==> config.mk <==
export PLATFORM = sky130hd
export DESIGN_NAME = adsr_envelope_gate_unit_flat
export DESIGN_NICKNAME = d
export VERILOG_FILES = /design/src/hw/rtl/adsr_gate_pkg.sv /design/src/hw/rtl/adsr_gate_if.sv /design/src/hw/rtl/adsr_envelope_gate_unit.sv /design/src/flat_wrapper.sv
export SDC_FILE = /design/constraint.sdc
export NUM_CORES = 2
export LEC_CHECK = 0
export ABC_AREA = 1
export BUFFER_PORTS_ARGS = -buffer_cell sky130_fd_sc_hd__buf_2
export CAP_MARGIN = 10
export CORE_ASPECT_RATIO = 0.75
export CORE_UTILIZATION = 40
export DETAILED_ROUTE_END_ITERATION = 7
export PLACE_DENSITY_LB_ADDON = 0.15
export SYNTH_ARGS = -nofsm -noshare
export SYNTH_HDL_FRONTEND = slang
export SYNTH_SLANG_ARGS = --single-unit
==> constraint.sdc <==
create_clock -name clk -period 13.3 [get_ports clk]
set_input_delay 3.325 -clock clk [delete_from_list [all_inputs] [get_ports clk]]
set_output_delay 3.325 -clock clk [all_outputs]
set_load 0.03 [all_outputs]
==> src/hw/rtl/adsr_gate_pkg.sv <==
`default_nettype none

package adsr_gate_pkg;

  // Envelope phase codes, as reported on the result channel
  localparam int PHASE_W = 3;
  typedef logic [PHASE_W-1:0] phase_t;

  localparam phase_t PH_OFF     = 3'd0;
  localparam phase_t PH_ATTACK  = 3'd1;
  localparam phase_t PH_DECAY   = 3'd2;
  localparam phase_t PH_SUSTAIN = 3'd3;
  localparam phase_t PH_RELEASE = 3'd4;

  // Configuration channel layout
  localparam int CFG_IDX_W  = 3;
  localparam int CFG_DATA_W = 32;

  typedef logic [CFG_IDX_W-1:0] cfg_idx_t;

  localparam cfg_idx_t REG_THRESHOLD = 3'd0;
  localparam cfg_idx_t REG_ATTACK    = 3'd1;
  localparam cfg_idx_t REG_DECAY     = 3'd2;
  localparam cfg_idx_t REG_RELEASE   = 3'd3;
  localparam cfg_idx_t REG_SUSTAIN   = 3'd4;

  // Sustain gain after reset (one half at 16 fraction bits)
  localparam int SUSTAIN_RESET = 32768;

endpackage

`default_nettype wire

==> src/hw/rtl/adsr_gate_if.sv <==
`default_nettype none

// Sample channel: audio sample, trigger sample, retrigger flag
interface adsr_gate_in_if #(
  parameter int SAMPLE_WIDTH = 16
);
  logic                           valid;
  logic                           ready;
  logic signed [SAMPLE_WIDTH-1:0] sample_in;
  logic signed [SAMPLE_WIDTH-1:0] trigger_level;
  logic                           retrigger;

  modport source (output valid, sample_in, trigger_level, retrigger, input ready);
  modport sink   (input valid, sample_in, trigger_level, retrigger, output ready);
endinterface

// Result channel: shaped sample and phase reached
interface adsr_gate_out_if #(
  parameter int SAMPLE_WIDTH = 16
);
  logic                           valid;
  logic                           ready;
  logic signed [SAMPLE_WIDTH-1:0] sample_out;
  adsr_gate_pkg::phase_t          phase;

  modport source (output valid, sample_out, phase, input ready);
  modport sink   (input valid, sample_out, phase, output ready);
endinterface

// Register write channel
interface adsr_gate_cfg_if;
  logic                                      valid;
  logic                                      ready;
  adsr_gate_pkg::cfg_idx_t                   index;
  logic [adsr_gate_pkg::CFG_DATA_W-1:0]      data;

  modport source (output valid, index, data, input ready);
  modport sink   (input valid, index, data, output ready);
endinterface

`default_nettype wire

==> src/hw/rtl/adsr_envelope_gate_unit.sv <==
`default_nettype none

// Channel   Role     Payload
// -------   ------   ------------------------------------------------
// in_ch     sink     sample_in, trigger_level, retrigger
// out_ch    source   sample_out, phase
// cfg_ch    sink     index, data (register writes, always ready)
//
// A sample that needs a ramp division keeps in_ch busy while the restoring
// divider, one quotient bit per cycle, works; other samples go straight to
// the final scaling. A single multiplier serves the decay slope, the release
// scaling and the final sample scaling.
// rst is synchronous; it clears phase, counters, gain and the configuration registers, with sustain reset to one half.
// A finished result waits in the output register; in_ch is taken again
// meanwhile, and only the next result stalls until out_ch drains.

module adsr_envelope_gate_unit #(
  parameter int COUNT_WIDTH    = 24,
  parameter int SAMPLE_WIDTH   = 16,
  parameter int GAIN_FRAC_BITS = 16
) (
  input  logic             clk,
  input  logic             rst,
  adsr_gate_in_if.sink     in_ch,
  adsr_gate_cfg_if.sink    cfg_ch,
  adsr_gate_out_if.source  out_ch
);
  import adsr_gate_pkg::*;

  localparam int CW  = COUNT_WIDTH;
  localparam int SW  = SAMPLE_WIDTH;
  localparam int F   = GAIN_FRAC_BITS;
  localparam int GW  = F + 1;
  localparam int NW  = CW + F;
  localparam int MA0 = (CW > SW) ? CW : SW;
  localparam int MA  = ((MA0 > GW) ? MA0 : GW) + 1;
  localparam int PW  = MA + GW + 1;
  localparam int IW  = $clog2(F + 1);

  localparam logic [GW-1:0] UNITY = {1'b1, {F{1'b0}}};

  // Sequencer states
  localparam logic [3:0] S_IDLE  = 4'd0;
  localparam logic [3:0] S_STEP  = 4'd1;
  localparam logic [3:0] S_DMUL  = 4'd2;
  localparam logic [3:0] S_DIV   = 4'd3;
  localparam logic [3:0] S_DEND  = 4'd4;
  localparam logic [3:0] S_RMUL  = 4'd5;
  localparam logic [3:0] S_RENV  = 4'd6;
  localparam logic [3:0] S_SCALE = 4'd7;
  localparam logic [3:0] S_OUT   = 4'd8;

  logic [3:0]            state;
  phase_t                phase;
  logic [CW:0]           acnt, dcnt, rcnt;
  logic [GW-1:0]         gain, env;
  logic signed [SW-1:0]  xs;
  logic                  gate;

  // Configuration registers
  logic signed [SW-1:0]  thr;
  logic [CW-1:0]         alen, dlen, rlen;
  logic [GW-1:0]         sus;

  // Divider and multiplier registers
  logic [CW-1:0]         rem;
  logic [GW-1:0]         qn;
  logic [CW-1:0]         dvs;
  logic [IW-1:0]         iter;
  logic signed [PW-1:0]  prod;

  // Output register
  logic                  out_valid;
  logic signed [SW-1:0]  out_sample;
  phase_t                out_phase;

  logic [GW-1:0]         s_eff, k_slope, f_rel;
  logic [CW:0]           cnt_cur, c_inc;
  logic [CW-1:0]         len_cur;
  logic                  ph_end;
  logic [CW:0]           r2, r2sub;
  logic                  ge;
  logic [CW-1:0]         rem_next;
  logic [NW-1:0]         n_load;
  logic signed [MA-1:0]  mul_a;
  logic [GW-1:0]         mul_b;
  logic signed [PW-1:0]  ma_ext, mb_ext, mul_p;

  assign in_ch.ready   = (state == S_IDLE);
  assign cfg_ch.ready  = 1'b1;
  assign out_ch.valid      = out_valid;
  assign out_ch.sample_out = out_sample;
  assign out_ch.phase      = out_phase;

  // Sustain clamped to unity, and the decay drop
  assign s_eff   = (sus[F] && (|sus[F-1:0])) ? UNITY : sus;
  assign k_slope = UNITY - s_eff;
  assign f_rel   = UNITY - qn;

  // Counter and length of the phase in progress
  always_comb begin
    case (phase)
      PH_ATTACK: begin
        cnt_cur = acnt;
        len_cur = alen;
      end
      PH_DECAY: begin
        cnt_cur = dcnt;
        len_cur = dlen;
      end
      PH_RELEASE: begin
        cnt_cur = rcnt;
        len_cur = rlen;
      end
      default: begin
        cnt_cur = '0;
        len_cur = '0;
      end
    endcase
  end

  assign c_inc  = cnt_cur + 1'b1;
  assign ph_end = (c_inc > {1'b0, len_cur}) || (len_cur == '0);

  // Restoring divider step: one quotient bit per cycle
  assign r2       = {rem, qn[GW-1]};
  assign ge       = (r2 >= {1'b0, dvs});
  assign r2sub    = r2 - {1'b0, dvs};
  assign rem_next = ge ? r2sub[CW-1:0] : r2[CW-1:0];

  // Shared multiplier operands
  always_comb begin
    unique case (state)
      S_DMUL: begin
        mul_a = {{(MA-CW){1'b0}}, dcnt[CW-1:0]};
        mul_b = k_slope;
      end
      S_RMUL: begin
        mul_a = {{(MA-GW){1'b0}}, f_rel};
        mul_b = gain;
      end
      S_SCALE: begin
        mul_a = {{(MA-SW){xs[SW-1]}}, xs};
        mul_b = env;
      end
      default: begin
        mul_a = '0;
        mul_b = '0;
      end
    endcase
  end

  assign ma_ext = {{(PW-MA){mul_a[MA-1]}}, mul_a};
  assign mb_ext = {{(PW-GW){1'b0}}, mul_b};
  assign mul_p  = ma_ext * mb_ext;

  // Dividend: decay slope product, else count shifted to gain scale
  assign n_load = (state == S_DMUL) ? mul_p[NW-1:0] : {c_inc[CW-1:0], {F{1'b0}}};

  // Configuration writes
  always_ff @(posedge clk) begin
    if (rst) begin
      thr  <= '0;
      alen <= '0;
      dlen <= '0;
      rlen <= '0;
      sus  <= GW'(SUSTAIN_RESET);
    end else if (cfg_ch.valid) begin
      unique case (cfg_ch.index)
        REG_THRESHOLD: thr  <= cfg_ch.data[SW-1:0];
        REG_ATTACK:    alen <= cfg_ch.data[CW-1:0];
        REG_DECAY:     dlen <= cfg_ch.data[CW-1:0];
        REG_RELEASE:   rlen <= cfg_ch.data[CW-1:0];
        REG_SUSTAIN:   sus  <= cfg_ch.data[GW-1:0];
        default: ;
      endcase
    end
  end

  // Datapath payload registers
  always_ff @(posedge clk) begin
    if (state == S_IDLE && in_ch.valid) begin
      xs <= in_ch.sample_in;
    end
    if (state == S_STEP) begin
      dvs <= len_cur;
    end
    if ((state == S_STEP) || (state == S_DMUL)) begin
      rem  <= {1'b0, n_load[NW-1:GW]};
      qn   <= n_load[GW-1:0];
      iter <= IW'(F);
    end else if (state == S_DIV) begin
      rem <= rem_next;
      qn  <= {qn[GW-2:0], ge};
      if (iter != '0) begin
        iter <= iter - 1'b1;
      end
    end
    if ((state == S_RMUL) || (state == S_SCALE)) begin
      prod <= mul_p;
    end
  end

  // Sequencer and envelope state
  always_ff @(posedge clk) begin
    if (rst) begin
      state     <= S_IDLE;
      phase     <= PH_OFF;
      acnt      <= '0;
      dcnt      <= '0;
      rcnt      <= '0;
      gain      <= '0;
      out_valid <= 1'b0;
    end else begin
      // Drained result; S_OUT decides on its own when it refills
      if (out_valid && out_ch.ready && (state != S_OUT)) begin
        out_valid <= 1'b0;
      end

      unique case (state)
        S_IDLE: begin
          if (in_ch.valid) begin
            gate <= (in_ch.trigger_level >= thr);
            if (in_ch.retrigger) begin
              phase <= PH_ATTACK;
              acnt  <= '0;
            end
            state <= S_STEP;
          end
        end

        S_STEP: begin
          unique case (phase)
            PH_ATTACK: begin
              acnt <= c_inc;
              if (ph_end) begin
                phase <= PH_DECAY;
                dcnt  <= '0;
                gain  <= UNITY;
                env   <= UNITY;
                state <= S_SCALE;
              end else begin
                state <= S_DIV;
              end
            end
            PH_DECAY: begin
              dcnt <= c_inc;
              if (ph_end) begin
                phase <= PH_SUSTAIN;
                gain  <= s_eff;
                env   <= s_eff;
                state <= S_SCALE;
              end else begin
                state <= S_DMUL;
              end
            end
            PH_SUSTAIN: begin
              env <= s_eff;
              if (!gate) begin
                phase <= PH_RELEASE;
                rcnt  <= '0;
              end
              state <= S_SCALE;
            end
            PH_RELEASE: begin
              rcnt <= c_inc;
              if (ph_end) begin
                gain  <= '0;
                phase <= PH_OFF;
                env   <= '0;
                state <= S_SCALE;
              end else if (gate) begin
                phase <= PH_ATTACK;
                acnt  <= '0;
                env   <= '0;
                state <= S_SCALE;
              end else begin
                state <= S_DIV;
              end
            end
            default: begin
              // off, and unused codes treated as off
              env <= '0;
              if (gate) begin
                phase <= PH_ATTACK;
                acnt  <= '0;
              end else begin
                phase <= PH_OFF;
              end
              state <= S_SCALE;
            end
          endcase
        end

        S_DMUL: begin
          state <= S_DIV;
        end

        S_DIV: begin
          if (iter == '0) begin
            state <= S_DEND;
          end
        end

        // Quotient ready in qn
        S_DEND: begin
          unique case (phase)
            PH_ATTACK: begin
              gain <= qn;
              env  <= qn;
              if (!gate) begin
                phase <= PH_RELEASE;
                rcnt  <= '0;
              end
              state <= S_SCALE;
            end
            PH_DECAY: begin
              gain <= UNITY - qn;
              env  <= UNITY - qn;
              if (!gate) begin
                phase <= PH_RELEASE;
                rcnt  <= '0;
              end
              state <= S_SCALE;
            end
            default: begin
              state <= S_RMUL;
            end
          endcase
        end

        S_RMUL: begin
          state <= S_RENV;
        end

        S_RENV: begin
          env   <= prod[GW+F-1:F];
          state <= S_SCALE;
        end

        S_SCALE: begin
          state <= S_OUT;
        end

        // Floor of the scaled sample is an arithmetic shift
        S_OUT: begin
          if (!out_valid || out_ch.ready) begin
            out_valid  <= 1'b1;
            out_sample <= prod[F+SW-1:F];
            out_phase  <= phase;
            state      <= S_IDLE;
          end
        end

        default: begin
          state <= S_IDLE;
        end
      endcase
    end
  end

endmodule

`default_nettype wire

==> src/flat_wrapper.sv <==
// flat-port wrapper written by rule: the top's interface ports become plain ports
module adsr_envelope_gate_unit_flat import adsr_gate_pkg::*;
#(
  parameter int COUNT_WIDTH    = 24,
  parameter int SAMPLE_WIDTH   = 16,
  parameter int GAIN_FRAC_BITS = 16
)
  (clk, rst, in_ch_valid, in_ch_sample_in, in_ch_trigger_level, in_ch_retrigger, in_ch_ready, cfg_ch_valid, cfg_ch_index, cfg_ch_data, cfg_ch_ready, out_ch_valid, out_ch_sample_out, out_ch_phase, out_ch_ready);
  adsr_gate_in_if #(.SAMPLE_WIDTH(SAMPLE_WIDTH)) in_ch_i ();
  adsr_gate_cfg_if cfg_ch_i ();
  adsr_gate_out_if #(.SAMPLE_WIDTH(SAMPLE_WIDTH)) out_ch_i ();
  input  logic clk;
  input  logic rst;
  input wire logic [$bits(in_ch_i.valid)-1:0] in_ch_valid;
  input wire logic [$bits(in_ch_i.sample_in)-1:0] in_ch_sample_in;
  input wire logic [$bits(in_ch_i.trigger_level)-1:0] in_ch_trigger_level;
  input wire logic [$bits(in_ch_i.retrigger)-1:0] in_ch_retrigger;
  output wire logic [$bits(in_ch_i.ready)-1:0] in_ch_ready;
  input wire logic [$bits(cfg_ch_i.valid)-1:0] cfg_ch_valid;
  input wire logic [$bits(cfg_ch_i.index)-1:0] cfg_ch_index;
  input wire logic [$bits(cfg_ch_i.data)-1:0] cfg_ch_data;
  output wire logic [$bits(cfg_ch_i.ready)-1:0] cfg_ch_ready;
  output wire logic [$bits(out_ch_i.valid)-1:0] out_ch_valid;
  output wire logic [$bits(out_ch_i.sample_out)-1:0] out_ch_sample_out;
  output wire logic [$bits(out_ch_i.phase)-1:0] out_ch_phase;
  input wire logic [$bits(out_ch_i.ready)-1:0] out_ch_ready;
  assign in_ch_i.valid = in_ch_valid;
  assign in_ch_i.sample_in = in_ch_sample_in;
  assign in_ch_i.trigger_level = in_ch_trigger_level;
  assign in_ch_i.retrigger = in_ch_retrigger;
  assign in_ch_ready = in_ch_i.ready;
  assign cfg_ch_i.valid = cfg_ch_valid;
  assign cfg_ch_i.index = cfg_ch_index;
  assign cfg_ch_i.data = cfg_ch_data;
  assign cfg_ch_ready = cfg_ch_i.ready;
  assign out_ch_valid = out_ch_i.valid;
  assign out_ch_sample_out = out_ch_i.sample_out;
  assign out_ch_phase = out_ch_i.phase;
  assign out_ch_i.ready = out_ch_ready;
  adsr_envelope_gate_unit #(.COUNT_WIDTH(COUNT_WIDTH), .SAMPLE_WIDTH(SAMPLE_WIDTH), .GAIN_FRAC_BITS(GAIN_FRAC_BITS)) u_core (.clk(clk), .rst(rst), .in_ch(in_ch_i), .cfg_ch(cfg_ch_i), .out_ch(out_ch_i));
endmodule
==> reports/results.tsv <==
metric	value	unit
top cell type's share of synthesized area	23.89	%
Final Routed Wirelength	112700	um
antenna violations before repair	6	
Post-Syn Area	0.03327	mm2
Post-synth top flop	dfxtp_1	
HP Class	register to register	
num rows	91	
Vert. Die Dim	251.8	um
RSZ-0062 raised after global routing	no	
H-tree Lvls	2	
syn_nets	4858	
Layout area overhead	8.412	%
fin crit share	76.93	%
TNS Setup	0	ns
Max VDD drop	0.0001003	V
crit path kind	register to register	
core area	0.08232	mm2
first-pass GRT wire length	170800	um
Post CTS Setup Buffer Count	0	
# IOs	95	
Num CTS Buffers	35	
actual slew at the worst max-slew pin	1.033	ns
Clock Path Buffers	3	
CP max-delay cell	fa_1	
die width	335.0	um
Max Fanout on Critical Path	13	
gpl congestion	0.9934	
Data arrival, critical path	10.54	ns
post-route ant nets	0	
Root Driver	clkbuf_16	
Final nets	4878	
routed vias	28413	
# DRC	0	
CTS tree	yes	
Place WS	3.296	ns
top-count cell post-synth	inv_1	
Final Max Tran Viols	0	
Buf/Inv on CP	9	
Top cell by count, worst path	nand2_1	
synth top area cells	fa_1 24%, dfxtp_1 13%, edfxtp_1 12%	
max incr delay on CP	0.83	ns
Initial DRT Pass Iterations	6	
PortBufs	85	
Leak	0.01641	uW
Syn Inst Count	4223	
Die ar.	0.08436	mm2
area leader, netlist	fa_1	
Overall Global Routing Usage	26.99	%
synth warn	0	
vias in the first global route	27207	
most instantiated cells after synthesis	846 x inv_1, 722 x nand2_1, 514 x nor2_1	
First DRT Iteration DRCs	2732	
placed wire-length estimate	89670	um
Worst Setup Start Kind	register	
CTS Hold Buffers Added	0	
Clock Sinks	345	
#FFs+latches synth	345	
Max Freq	97.73	MHz
Final min period	10.23	ns
Synth cell types	67	
Clock Skews	0.04875	ns
max-cap violations	0	
Seq/Total Area, Yosys	24.79	%
Clock transition at path regs	0.07	ns
post-cts gate resize count	0	
starting density of the core	40.42	%
worst-skew pair later-pin latency	0.57	ns
Fin. Hold Viols	0	
share of cells above drive strength 1	6.512	%
fill cell count	8461	
final worst slack	3.068	ns
pwr/cell area	135.0	mW/mm2
fraction of registers with async set/reset	0	%
headroom to the max-slew limit	30.62	%
status	complete, no violations	
largest net degree at the start of global routing	85	
Antenna diodes	0	
CP required	13.61	ns
final setup violation count	0	
Post-synth EDFFs	134	
WL/cell	20.92	um
Via density	5.276	
grt total ovfl	0	
CP delay by family, top	adder cells	
crit path capture type	register	
Mean Syn Cell Area	7.879	um2
logic make-up after synthesis:
kind of cell | count (synthesis) | synth area share (%)
AO/OA/AOI/OAI | 744 | 13.10
XOR/XNOR | 81 | 2.200
buffers and inverters | 1026 | 11.85
flip-flops | 345 | 24.79
adder cells (fa/ha/maj) | 562 | 30.09
AND/OR/NAND/NOR | 1464 | 17.96
other | 1 | 0.01127
final timing paths:
kind,from,to,slack (ns),cells past startpoint
worst max-delay path,u_core.sus[1],u_core.rem[22],3.07,39
worst min-delay path,u_core.rlen[9],u_core.rlen[9],0.45,2
worst max register to register,u_core.sus[1],u_core.rem[22],3.07,39
worst min register to register,u_core.rlen[9],u_core.rlen[9],0.45,2
routing by layer:
layer  global-route usage [%]  wire length (um)  up-vias  part of all wire, %
li1                         -                 -    13295                    -
met1                    41.93             54640    13933                   48
met2                    36.63             43550     1084                   39
met3                    8.385             12880      101                   11
met4                    3.875              1588        0                  1.4
met5                        0                 0        -                    0
placed cells by master (no fill, tap or decap), types with 17 or more instances in the layout:
master	Yosys	final
o211ai_1	40	40
o21ai_0	270	266
fa_1	397	397
a22o_1	25	25
xnor2_1	33	33
edfxtp_1	134	134
dfxtp_1	211	211
nor3_1	32	30
buf_2	17	85
inv_1	846	846
nand3_1	99	99
nor2_1	514	510
a211oi_1	20	20
nand2_1	722	721
nand4_1	34	34
a21oi_1	258	258
clkbuf_16	0	37
o221ai_1	17	17
xor2_1	45	45
buf_4	7	57
ha_1	165	165
cell type report:
cell class                 count  area (um2)  area share [%]
multi-input combinational   2852       21140           58.59
inverter                     867        3256           9.025
sequential                   345        8248           22.86
timing repair buffer         142       853.3           2.366
tap                         1116        1396           3.871
clock buffer                  49        1031           2.858
clock inverter                14       153.9          0.4266
flip-flops by register name, indices dropped and copies added, names as in the netlist, 16 cells and up:
name	cells
u_core.acnt	25
u_core.alen	24
u_core.dcnt	25
u_core.dlen	24
u_core.dvs	24
u_core.env	17
u_core.gain	17
u_core.out_ch.sample_out	16
u_core.prod	17
u_core.qn	17
u_core.rcnt	25
u_core.rem	24
u_core.rlen	24
u_core.sus	17
u_core.thr	16
u_core.xs	16
metrics by stage:
stage | cell area [um2] | utilization (%) | power, uW | std cells | hold slack, ns
final | 36070 | 43.82 | 4869 | 5385 | 0.4455
after global routing | 36070 | 43.82 | 5173 | 5385 | 0.4692
after CTS | 36070 | 43.82 | 4831 | 5385 | 0.4479
after detailed placement | 34890 | 42.38 | 3774 | 5322 | 0.4387
after global placement | 34890 | 42.38 | 3757 | 5322 | 0.4340
after floorplan | 33270 | - | 3033 | 4223 | 0.4235
power by group:
group          switching [uW]  leakage, uW  internal [uW]
Clock                     453     0.000586            603
Sequential                147      0.00296           1410
Combinational            1620       0.0129            639
worst min-delay path: cells and delay by family (launching register included):
kind / cells / cell delay, ns
buffers and inverters: 1 / 0.05
flip-flops: 1 / 0.30
AO/OA/AOI/OAI: 1 / 0.05
No activity file was read; power rests on OpenSTA's default activity.
